`config.mk`:
```
export PLATFORM = sky130hd
export DESIGN_NAME = command_poll_request_scheduler_unit_flat
export DESIGN_NICKNAME = d
export VERILOG_FILES = /design/src/hdl/cprs_pkg.sv /design/src/hdl/cprs_ifs.sv /design/src/hdl/command_poll_request_scheduler_unit.sv /design/src/hdl/cprs_ctrl.sv /design/src/hdl/cprs_datapath.sv /design/src/flat_wrapper.sv
export SDC_FILE = /design/constraint.sdc
export NUM_CORES = 2
export LEC_CHECK = 0
export BUFFER_PORTS_ARGS = -buffer_cell sky130_fd_sc_hd__buf_4
export CAP_MARGIN = 30
export CORE_UTILIZATION = 25
export DETAILED_ROUTE_END_ITERATION = 8
export PLACE_DENSITY = 0.38
export SLEW_MARGIN = 15
export SYNTH_ARGS = -nofsm -noshare
export SYNTH_HDL_FRONTEND = slang
export SYNTH_SLANG_ARGS = --single-unit
```
`constraint.sdc`:
```
create_clock -name clk -period 8.84 [get_ports clk]
set_clock_uncertainty 0.2 [all_clocks]
set_input_delay 1.768 -clock clk [delete_from_list [all_inputs] [get_ports clk]]
set_output_delay 1.768 -clock clk [all_outputs]
set_load 0.01 [all_outputs]
```
`src/hdl/cprs_pkg.sv`:
```
package cprs_pkg;

  localparam int unsigned DEV_W  = 8;
  localparam int unsigned CB_W   = 16;
  localparam int unsigned WORD_W = 32;
  localparam int unsigned LEN_W  = 8;

  localparam logic [LEN_W-1:0] MAX_LEN_RESET = 8'd128;

  typedef enum logic [1:0] {
    ACT_ENQ_CMD  = 2'd0,
    ACT_ENQ_POLL = 2'd1,
    ACT_REQUEUE  = 2'd2,
    ACT_TAKE     = 2'd3
  } action_t;

  typedef enum logic [1:0] {
    ST_OK       = 2'd0,
    ST_TOO_LONG = 2'd1,
    ST_FULL     = 2'd2,
    ST_EMPTY    = 2'd3
  } status_t;

  typedef enum logic [1:0] {
    S_IDLE,
    S_EXEC,
    S_READ,
    S_RESP
  } state_t;

  typedef enum logic [2:0] {
    OP_NONE,
    OP_CMD_PUSH,
    OP_POLL_PUSH,
    OP_REQUEUE,
    OP_CMD_POP,
    OP_POLL_POP
  } op_t;

  typedef struct packed {
    logic [DEV_W-1:0]  target_dev;
    logic [CB_W-1:0]   handler_tag;
    logic [WORD_W-1:0] request_word;
  } entry_t;

  typedef struct packed {
    logic    capture;
    op_t     op;
    logic    load_imm;
    status_t imm_status;
    logic    load_rd;
  } dp_cmd_t;

  typedef struct packed {
    action_t action;
    logic    cmd_full;
    logic    poll_full;
    logic    too_long;
    logic    cmd_avail;
    logic    poll_avail;
  } dp_status_t;

endpackage

```
`src/hdl/cprs_ifs.sv`:
```
interface cprs_in_if;
  import cprs_pkg::*;

  logic                valid;
  logic                ready;
  action_t             action;
  logic [DEV_W-1:0]    target_dev;
  logic [CB_W-1:0]     handler_tag;
  logic [WORD_W-1:0]   request_word;
  logic [LEN_W-1:0]    request_length;

  modport source (
    output valid, action, target_dev, handler_tag, request_word, request_length,
    input  ready
  );
  modport sink (
    input  valid, action, target_dev, handler_tag, request_word, request_length,
    output ready
  );
endinterface

interface cprs_out_if;
  import cprs_pkg::*;

  logic                valid;
  logic                ready;
  status_t             status;
  logic [DEV_W-1:0]    out_target_dev;
  logic [CB_W-1:0]     out_handler_tag;
  logic [WORD_W-1:0]   out_request_word;
  logic                out_is_poll;

  modport source (
    output valid, status, out_target_dev, out_handler_tag, out_request_word, out_is_poll,
    input  ready
  );
  modport sink (
    input  valid, status, out_target_dev, out_handler_tag, out_request_word, out_is_poll,
    output ready
  );
endinterface

```
`src/hdl/command_poll_request_scheduler_unit.sv`:
```
// channel   dir  handshake      payload
// in_req    in   valid/ready    action, target_dev, handler_tag, request_word, request_length
// out_rsp   out  valid/ready    status, out_target_dev, out_handler_tag, out_request_word,
//                               out_is_poll
// cfg       in   cfg_we         cfg_wdata (length limit; lengths >= limit rejected)
//
// one request at a time: enqueue, requeue and an empty take go through accept, execute
// and respond, out_rsp.valid rising in the respond state after execute
// an issuing take adds a read state between execute and respond, since the command or poll
// store is read through a registered memory port
// out_rsp.ready low holds the result and keeps in_req.ready low
// reset (synchronous, rst_n low) empties both queues, ends the poll scan, limit = 128
module command_poll_request_scheduler_unit #(
  parameter int unsigned CMD_DEPTH  = 16,
  parameter int unsigned POLL_DEPTH = 16
) (
  input  logic                       clk,
  input  logic                       rst_n,
  cprs_in_if.sink                    in_req,
  cprs_out_if.source                 out_rsp,
  input  logic                       cfg_we,
  input  logic [cprs_pkg::LEN_W-1:0] cfg_wdata
);
  import cprs_pkg::*;

  dp_cmd_t    dp_cmd;
  dp_status_t dp_status;

  cprs_ctrl u_ctrl (
    .clk       (clk),
    .rst_n     (rst_n),
    .in_valid  (in_req.valid),
    .in_ready  (in_req.ready),
    .out_valid (out_rsp.valid),
    .out_ready (out_rsp.ready),
    .dp_status (dp_status),
    .dp_cmd    (dp_cmd)
  );

  cprs_datapath #(
    .CMD_DEPTH  (CMD_DEPTH),
    .POLL_DEPTH (POLL_DEPTH)
  ) u_datapath (
    .clk               (clk),
    .rst_n             (rst_n),
    .cfg_we            (cfg_we),
    .cfg_wdata         (cfg_wdata),
    .in_action         (in_req.action),
    .in_target_dev     (in_req.target_dev),
    .in_handler_tag    (in_req.handler_tag),
    .in_request_word   (in_req.request_word),
    .in_request_length (in_req.request_length),
    .dp_cmd            (dp_cmd),
    .dp_status         (dp_status),
    .out_status        (out_rsp.status),
    .out_target_dev    (out_rsp.out_target_dev),
    .out_handler_tag   (out_rsp.out_handler_tag),
    .out_request_word  (out_rsp.out_request_word),
    .out_is_poll       (out_rsp.out_is_poll)
  );

endmodule

```
`src/hdl/cprs_ctrl.sv`:
```
module cprs_ctrl (
  input  logic                 clk,
  input  logic                 rst_n,
  input  logic                 in_valid,
  output logic                 in_ready,
  output logic                 out_valid,
  input  logic                 out_ready,
  input  cprs_pkg::dp_status_t dp_status,
  output cprs_pkg::dp_cmd_t    dp_cmd
);
  import cprs_pkg::*;

  state_t  state_r;
  state_t  state_nxt;
  op_t     dec_op;
  status_t dec_status;

  // decide what the captured request does against the current queue state
  always_comb begin
    dec_op     = OP_NONE;
    dec_status = ST_OK;
    case (dp_status.action)
      ACT_ENQ_CMD: begin
        if (dp_status.cmd_full) begin
          dec_status = ST_FULL;
        end else if (dp_status.too_long) begin
          dec_status = ST_TOO_LONG;
        end else begin
          dec_op = OP_CMD_PUSH;
        end
      end
      ACT_ENQ_POLL: begin
        if (dp_status.poll_full) begin
          dec_status = ST_FULL;
        end else if (dp_status.too_long) begin
          dec_status = ST_TOO_LONG;
        end else begin
          dec_op = OP_POLL_PUSH;
        end
      end
      ACT_REQUEUE: begin
        dec_op = OP_REQUEUE;
      end
      ACT_TAKE: begin
        if (dp_status.cmd_avail) begin
          dec_op = OP_CMD_POP;
        end else if (dp_status.poll_avail) begin
          dec_op = OP_POLL_POP;
        end else begin
          dec_status = ST_EMPTY;
        end
      end
      default: begin
        dec_op     = OP_NONE;
        dec_status = ST_OK;
      end
    endcase
  end

  always_ff @(posedge clk) begin
    if (!rst_n) begin
      state_r <= S_IDLE;
    end else begin
      state_r <= state_nxt;
    end
  end

  always_comb begin
    state_nxt = state_r;
    case (state_r)
      S_IDLE: begin
        if (in_valid) state_nxt = S_EXEC;
      end
      S_EXEC: begin
        if (dec_op == OP_CMD_POP || dec_op == OP_POLL_POP) begin
          state_nxt = S_READ;
        end else begin
          state_nxt = S_RESP;
        end
      end
      S_READ: begin
        state_nxt = S_RESP;
      end
      S_RESP: begin
        if (out_ready) state_nxt = S_IDLE;
      end
      default: begin
        state_nxt = S_IDLE;
      end
    endcase
  end

  always_comb begin
    in_ready          = 1'b0;
    out_valid         = 1'b0;
    dp_cmd.capture    = 1'b0;
    dp_cmd.op         = OP_NONE;
    dp_cmd.load_imm   = 1'b0;
    dp_cmd.imm_status = ST_OK;
    dp_cmd.load_rd    = 1'b0;
    case (state_r)
      S_IDLE: begin
        in_ready       = 1'b1;
        dp_cmd.capture = in_valid;
      end
      S_EXEC: begin
        dp_cmd.op         = dec_op;
        dp_cmd.imm_status = dec_status;
        dp_cmd.load_imm   = !(dec_op == OP_CMD_POP || dec_op == OP_POLL_POP);
      end
      S_READ: begin
        dp_cmd.load_rd = 1'b1;
      end
      S_RESP: begin
        out_valid = 1'b1;
      end
      default: begin
        in_ready = 1'b0;
      end
    endcase
  end

endmodule

```
`src/hdl/cprs_datapath.sv`:
```
module cprs_datapath #(
  parameter int unsigned CMD_DEPTH  = 16,
  parameter int unsigned POLL_DEPTH = 16
) (
  input  logic                          clk,
  input  logic                          rst_n,
  input  logic                          cfg_we,
  input  logic [cprs_pkg::LEN_W-1:0]    cfg_wdata,
  input  cprs_pkg::action_t             in_action,
  input  logic [cprs_pkg::DEV_W-1:0]    in_target_dev,
  input  logic [cprs_pkg::CB_W-1:0]     in_handler_tag,
  input  logic [cprs_pkg::WORD_W-1:0]   in_request_word,
  input  logic [cprs_pkg::LEN_W-1:0]    in_request_length,
  input  cprs_pkg::dp_cmd_t             dp_cmd,
  output cprs_pkg::dp_status_t          dp_status,
  output cprs_pkg::status_t             out_status,
  output logic [cprs_pkg::DEV_W-1:0]    out_target_dev,
  output logic [cprs_pkg::CB_W-1:0]     out_handler_tag,
  output logic [cprs_pkg::WORD_W-1:0]   out_request_word,
  output logic                          out_is_poll
);
  import cprs_pkg::*;

  localparam int unsigned CMD_AW  = $clog2(CMD_DEPTH);
  localparam int unsigned CMD_CW  = $clog2(CMD_DEPTH + 1);
  localparam int unsigned POLL_AW = $clog2(POLL_DEPTH);
  localparam int unsigned POLL_CW = $clog2(POLL_DEPTH + 1);

  localparam logic [CMD_AW-1:0]  CMD_LAST  = CMD_AW'(CMD_DEPTH - 1);
  localparam logic [CMD_CW-1:0]  CMD_FULL  = CMD_CW'(CMD_DEPTH);
  localparam logic [POLL_CW-1:0] POLL_FULL = POLL_CW'(POLL_DEPTH);

  // captured request
  action_t          action_r;
  entry_t           entry_r;
  logic [LEN_W-1:0] len_r;
  logic [LEN_W-1:0] max_len_r;

  // command fifo
  entry_t             cmd_mem [CMD_DEPTH];
  entry_t             cmd_rd_r;
  logic [CMD_AW-1:0]  cmd_head_r, cmd_head_nxt;
  logic [CMD_AW-1:0]  cmd_tail_r, cmd_tail_nxt;
  logic [CMD_CW-1:0]  cmd_count_r, cmd_count_nxt;

  // poll list
  entry_t             poll_mem [POLL_DEPTH];
  entry_t             poll_rd_r;
  logic [POLL_CW-1:0] poll_count_r, poll_count_nxt;
  logic [POLL_AW-1:0] poll_cursor_r, poll_cursor_nxt;
  logic               scan_done_r, scan_done_nxt;
  logic [POLL_CW-1:0] cursor_inc;

  logic               src_poll_r;

  status_t            out_status_r;
  entry_t             out_entry_r;
  logic               out_is_poll_r;

  always_ff @(posedge clk) begin
    if (!rst_n) begin
      max_len_r <= MAX_LEN_RESET;
    end else if (cfg_we) begin
      max_len_r <= cfg_wdata;
    end
  end

  always_ff @(posedge clk) begin
    if (dp_cmd.capture) begin
      action_r              <= in_action;
      entry_r.target_dev    <= in_target_dev;
      entry_r.handler_tag   <= in_handler_tag;
      entry_r.request_word  <= in_request_word;
      len_r                 <= in_request_length;
    end
  end

  assign dp_status.action     = action_r;
  assign dp_status.cmd_full   = (cmd_count_r == CMD_FULL);
  assign dp_status.poll_full  = (poll_count_r == POLL_FULL);
  assign dp_status.too_long   = (len_r >= max_len_r);
  assign dp_status.cmd_avail  = (cmd_count_r != '0);
  assign dp_status.poll_avail = !scan_done_r && (POLL_CW'(poll_cursor_r) < poll_count_r);

  assign cursor_inc = POLL_CW'(poll_cursor_r) + POLL_CW'(1);

  always_comb begin
    cmd_head_nxt    = cmd_head_r;
    cmd_tail_nxt    = cmd_tail_r;
    cmd_count_nxt   = cmd_count_r;
    poll_count_nxt  = poll_count_r;
    poll_cursor_nxt = poll_cursor_r;
    scan_done_nxt   = scan_done_r;
    case (dp_cmd.op)
      OP_CMD_PUSH: begin
        cmd_tail_nxt  = (cmd_tail_r == CMD_LAST) ? '0 : cmd_tail_r + CMD_AW'(1);
        cmd_count_nxt = cmd_count_r + CMD_CW'(1);
      end
      OP_POLL_PUSH: begin
        poll_count_nxt = poll_count_r + POLL_CW'(1);
      end
      OP_REQUEUE: begin
        if (scan_done_r && poll_count_r != '0) begin
          poll_cursor_nxt = '0;
          scan_done_nxt   = 1'b0;
        end
      end
      OP_CMD_POP: begin
        cmd_head_nxt  = (cmd_head_r == CMD_LAST) ? '0 : cmd_head_r + CMD_AW'(1);
        cmd_count_nxt = cmd_count_r - CMD_CW'(1);
      end
      OP_POLL_POP: begin
        // past the last poll the scan ends until the next requeue
        if (cursor_inc >= poll_count_r) begin
          poll_cursor_nxt = '0;
          scan_done_nxt   = 1'b1;
        end else begin
          poll_cursor_nxt = cursor_inc[POLL_AW-1:0];
        end
      end
      default: begin
        cmd_head_nxt = cmd_head_r;
      end
    endcase
  end

  always_ff @(posedge clk) begin
    if (!rst_n) begin
      cmd_head_r    <= '0;
      cmd_tail_r    <= '0;
      cmd_count_r   <= '0;
      poll_count_r  <= '0;
      poll_cursor_r <= '0;
      scan_done_r   <= 1'b1;
    end else begin
      cmd_head_r    <= cmd_head_nxt;
      cmd_tail_r    <= cmd_tail_nxt;
      cmd_count_r   <= cmd_count_nxt;
      poll_count_r  <= poll_count_nxt;
      poll_cursor_r <= poll_cursor_nxt;
      scan_done_r   <= scan_done_nxt;
    end
  end

  always_ff @(posedge clk) begin
    if (dp_cmd.op == OP_CMD_PUSH) begin
      cmd_mem[cmd_tail_r] <= entry_r;
    end
    if (dp_cmd.op == OP_CMD_POP) begin
      cmd_rd_r <= cmd_mem[cmd_head_r];
    end
  end

  always_ff @(posedge clk) begin
    if (dp_cmd.op == OP_POLL_PUSH) begin
      poll_mem[poll_count_r[POLL_AW-1:0]] <= entry_r;
    end
    if (dp_cmd.op == OP_POLL_POP) begin
      poll_rd_r <= poll_mem[poll_cursor_r];
    end
  end

  always_ff @(posedge clk) begin
    if (dp_cmd.op == OP_CMD_POP || dp_cmd.op == OP_POLL_POP) begin
      src_poll_r <= (dp_cmd.op == OP_POLL_POP);
    end
  end

  always_ff @(posedge clk) begin
    if (dp_cmd.load_imm) begin
      out_status_r  <= dp_cmd.imm_status;
      out_entry_r   <= '0;
      out_is_poll_r <= 1'b0;
    end else if (dp_cmd.load_rd) begin
      out_status_r  <= ST_OK;
      out_entry_r   <= src_poll_r ? poll_rd_r : cmd_rd_r;
      out_is_poll_r <= src_poll_r;
    end
  end

  assign out_status       = out_status_r;
  assign out_target_dev   = out_entry_r.target_dev;
  assign out_handler_tag  = out_entry_r.handler_tag;
  assign out_request_word = out_entry_r.request_word;
  assign out_is_poll      = out_is_poll_r;

endmodule
```
`src/flat_wrapper.sv`:
```
// flat-port wrapper written by rule: the top's interface ports become plain ports
module command_poll_request_scheduler_unit_flat import cprs_pkg::*;
#(
  parameter int unsigned CMD_DEPTH  = 16,
  parameter int unsigned POLL_DEPTH = 16
)
  (clk, rst_n, cfg_we, cfg_wdata, in_req_valid, in_req_action, in_req_target_dev, in_req_handler_tag, in_req_request_word, in_req_request_length, in_req_ready, out_rsp_valid, out_rsp_status, out_rsp_out_target_dev, out_rsp_out_handler_tag, out_rsp_out_request_word, out_rsp_out_is_poll, out_rsp_ready);
  cprs_in_if in_req_i ();
  cprs_out_if out_rsp_i ();
  input  logic clk;
  input  logic rst_n;
  input  logic cfg_we;
  input  logic [cprs_pkg::LEN_W-1:0] cfg_wdata;
  input wire logic [$bits(in_req_i.valid)-1:0] in_req_valid;
  input wire logic [$bits(in_req_i.action)-1:0] in_req_action;
  input wire logic [$bits(in_req_i.target_dev)-1:0] in_req_target_dev;
  input wire logic [$bits(in_req_i.handler_tag)-1:0] in_req_handler_tag;
  input wire logic [$bits(in_req_i.request_word)-1:0] in_req_request_word;
  input wire logic [$bits(in_req_i.request_length)-1:0] in_req_request_length;
  output wire logic [$bits(in_req_i.ready)-1:0] in_req_ready;
  output wire logic [$bits(out_rsp_i.valid)-1:0] out_rsp_valid;
  output wire logic [$bits(out_rsp_i.status)-1:0] out_rsp_status;
  output wire logic [$bits(out_rsp_i.out_target_dev)-1:0] out_rsp_out_target_dev;
  output wire logic [$bits(out_rsp_i.out_handler_tag)-1:0] out_rsp_out_handler_tag;
  output wire logic [$bits(out_rsp_i.out_request_word)-1:0] out_rsp_out_request_word;
  output wire logic [$bits(out_rsp_i.out_is_poll)-1:0] out_rsp_out_is_poll;
  input wire logic [$bits(out_rsp_i.ready)-1:0] out_rsp_ready;
  assign in_req_i.valid = in_req_valid;
  assign in_req_i.action = in_req_action;
  assign in_req_i.target_dev = in_req_target_dev;
  assign in_req_i.handler_tag = in_req_handler_tag;
  assign in_req_i.request_word = in_req_request_word;
  assign in_req_i.request_length = in_req_request_length;
  assign in_req_ready = in_req_i.ready;
  assign out_rsp_valid = out_rsp_i.valid;
  assign out_rsp_status = out_rsp_i.status;
  assign out_rsp_out_target_dev = out_rsp_i.out_target_dev;
  assign out_rsp_out_handler_tag = out_rsp_i.out_handler_tag;
  assign out_rsp_out_request_word = out_rsp_i.out_request_word;
  assign out_rsp_out_is_poll = out_rsp_i.out_is_poll;
  assign out_rsp_i.ready = out_rsp_ready;
  command_poll_request_scheduler_unit #(.CMD_DEPTH(CMD_DEPTH), .POLL_DEPTH(POLL_DEPTH)) u_core (.clk(clk), .rst_n(rst_n), .in_req(in_req_i), .out_rsp(out_rsp_i), .cfg_we(cfg_we), .cfg_wdata(cfg_wdata));
endmodule
```
==> metrics.csv <==
metric,value,unit
# hold bufs at CTS,0,
Net Sw Frac,24.1,%
combinational power share,8.4,%
total track usage,14.5,%
Sw Pwr,0.00553,W
crit end category,flip-flop,
layout net count,3708,
Crit path max-delay family,simple AND/OR/NAND/NOR gates,
path type of the worst min-delay path,reg2reg,
FILL cells,29800,
Post-synth EDFFs,1973,
grt total ovfl,0,
total power,0.0230,W
maxcap violations,0,
Tcrit/Tclk final,50.6,%
Vias,35000,
root buffer cell,clkbuf_16,
RSZ-0062 raised after global routing,false,
PortBufs,139,
htree depth,4,
CP required,9090,ps
status,finished clean,
Least-Margin Pin Slew,969,ps
Clock Sinks,2063,
Yosys warning count,0,
Syn Area/Cell,23.9,µm²
Synth cell types,54,
via density per instance,4.44,
placed insts,7453,
Rel. slew slack,35.4,%
first-pass GRT wire length,313000,µm
Crit path largest cell delay,770,ps
core outline area,307000,µm²
leakage,28.0,nW
Synth Instances,3236,
"Area growth, synth to finish",19.0,%
syn_nets,3350,
final setup vio count,0,
post-route antenna net violation count,0,
die area,312000,µm²
CTS tree,yes,
wire length per cell,28.7,µm
crit path max fanout,36,
Clk pwr share,41.2,%
# resized after CTS,0,
CTS clock-pin slew for the worst setup and hold paths,60,ps
Cell Pwr Density,250,nW/µm²
post-CTS setup buffer count,0,
Int Power,0.0174,W
Post-synth top flop,edfxtp_1,
DR DRC count,0,
Worst Setup Path Type,reg2reg,
Initial Util,25.2,%
Post-synth ARST share,0,%
Die Width,558,µm
row count,203,
vias in the first global route,36800,
Non-Filler Instances,7892,
Peak Freq,223,MHz
Pre-antenna DRT Iters,5,
"Seq/Total Area, Yosys",78.9,%
CP max-delay cell,nor2_4,
largest net degree at the start of global routing,113,
WP buf/inv,3,
sequential share of power,50.4,%
CTS Buf Count,234,
"most used cell, CP",buf_4,
setup TNS,0,ps
Synth Register Bits,2063,
Total Wirelength,226000,µm
CP Data Arrival Time,4720,ps
clock buffer depth,4,
Fin. Hold Viols,0,
RD Place Congestion,0.706,
final critical-path required period,4480,ps
max-slew violations,0,
IR Drop Worst-Case VDD,0.153,mV
synthesized cell area,77400,µm²
clk_lat worst skew,900,ps
I/O pin count,140,
CP cell instances,inv_1 -> ha_1 -> nand2b_1 -> a2111o_1 -> a211oi_4 -> buf_4 -> and2_4 -> nand2_1 -> nor2_4 -> buf_4,
initial antenna violation count,40,
Startpoint Class,flip-flop,
post-DP HPWL,135000,µm
share of cells above drive strength 1,32.2,%
chip height,558,µm
Initial DRC Count,3399,
cell usage in the layout, fill, tap and decap left out, drive strengths merged, types with 3 or more instances in the layout:
| cell | count |
|---|---|
| edfxtp | 1973 |
| mux4 | 560 |
| clkbuf | 292 |
| buf | 288 |
| clkinv | 102 |
| nor2 | 91 |
| dfxtp | 90 |
| mux2i | 69 |
| a211oi | 59 |
| inv | 40 |
| ha | 34 |
| nand2 | 28 |
| a21oi | 19 |
| bufinv | 19 |
| nor2b | 15 |
| o21ai | 15 |
| diode | 10 |
| nor3 | 10 |
| and2 | 10 |
| xnor2 | 8 |
| nand3 | 6 |
| a21boi | 6 |
| nand2b | 5 |
| a31oi | 5 |
| or2 | 4 |
| and3 | 3 |
| o211ai | 3 |
| or3 | 3 |
| clkinvlp | 3 |
| nor4 | 3 |
cell families (layout without fill, tap and decap cells):
family,after synthesis,count (layout),synth area share (%)
mux,629,629,17.2
xor+xnor,8,8,0.0906
compound gates,121,121,1.09
flops,2063,2063,78.9
fa+ha+maj,35,35,0.576
other cells,0,10,0
buf+inv,198,744,1.03
simple gates,182,182,1.11
cells in the mapped netlist, types with 9 or more instances:
cell type / n / area share, %
buf_2: 32 / 0.21
inv_1: 32 / 0.16
a21oi_1: 19 / 0.12
a211oi_1: 58 / 0.56
nor2_1: 91 / 0.44
edfxtp_1: 1973 / 77
buf_1: 27 / 0.13
mux4_2: 560 / 16
nand2_1: 25 / 0.12
ha_1: 34 / 0.55
o21ai_0: 12 / 0.078
dfxtp_1: 90 / 2.3
nor2b_1: 15 / 0.12
nor3_1: 9 / 0.058
mux2i_1: 68 / 0.88
clkbuf_1: 105 / 0.51
registers in the layout, summed over array words and instances, names as in the netlist, 8 cells and up:
register / cells
u_core.u_datapath.entry_r: 56
u_core.u_datapath.out_handler_tag: 16
u_core.u_datapath.len_r: 8
u_core.u_datapath.cmd_mem: 896
u_core.u_datapath.out_target_dev: 8
u_core.u_datapath.max_len_r: 8
u_core.u_datapath.poll_mem: 896
u_core.u_datapath.poll_rd_r: 56
u_core.u_datapath.cmd_rd_r: 56
u_core.u_datapath.out_request_word: 32
power by group through the flow:
stage / clock network, W / registers [W] / logic [W]
detailed placement: 0 / 0.0118 / 0.00203
floorplan: 0 / 0.0120 / 0.000584
finish: 0.00947 / 0.0116 / 0.00193
CTS: 0.00977 / 0.0116 / 0.00203
global route: 0.0101 / 0.0116 / 0.00214
global placement: 0 / 0.0118 / 0.00198
per-stage QoR:
step / hold slack [ps] / cell area (µm²) / util, % / setup slack [ps]
4_1_cts: 290 / 91900 / 30.0 / 4130
5_1_grt: 311 / 92000 / 30.0 / 4100
2_1_floorplan: 258 / 77400 / - / 1900
6_report: 283 / 92000 / 30.0 / 4360
3_5_place_dp: 280 / 84500 / 27.6 / 4140
3_3_place_gp: 275 / 84200 / 27.4 / 4050
cell type report:
class / instances / area [µm²] / area share (%)
well taps: 4100 / 5130 / 5.57
clock buffers: 292 / 6180 / 6.72
flip-flops and latches: 2063 / 61100 / 66.4
inverters: 32 / 130 / 0.141
diodes: 10 / 25.0 / 0.0272
repair buffers: 288 / 2520 / 2.74
clock inverters: 132 / 1190 / 1.29
multi-input cells: 975 / 15800 / 17.2
worst paths after layout:
kind / startpoint / end / cells past startpoint / slack (ps)
setup / recovery: u_core.u_datapath.len_r[0]$_DFFE_PP_ / u_core.u_datapath.cmd_mem[4][25]$_DFFE_PP_ / 10 / 4360
hold / removal: u_core.u_datapath.out_request_word[31]$_SDFFE_PP0P_ / u_core.u_datapath.out_request_word[31]$_SDFFE_PP0P_ / 2 / 280
setup reg to reg: u_core.u_datapath.len_r[0]$_DFFE_PP_ / u_core.u_datapath.cmd_mem[4][25]$_DFFE_PP_ / 10 / 4360
hold reg to reg: u_core.u_datapath.out_request_word[31]$_SDFFE_PP0P_ / u_core.u_datapath.out_request_word[31]$_SDFFE_PP0P_ / 2 / 280
worst reg2reg max path, cell delays in order, from the launching register on:
cell      delay (ps)
edfxtp_1         370
inv_1             70
ha_1             210
nand2b_1         140
a2111o_1         490
a211oi_4         220
buf_4            280
and2_4           320
nand2_1          280
nor2_4           770
buf_4            700
layer usage:
layer | GRT usage [%] | share of wire [%]
met5 | 0 | 0
met3 | 2.22 | 4.9
met4 | 2.90 | 1.7
met2 | 22.7 | 46
met1 | 21.2 | 47
No activity file was read; power rests on OpenSTA's default activity.
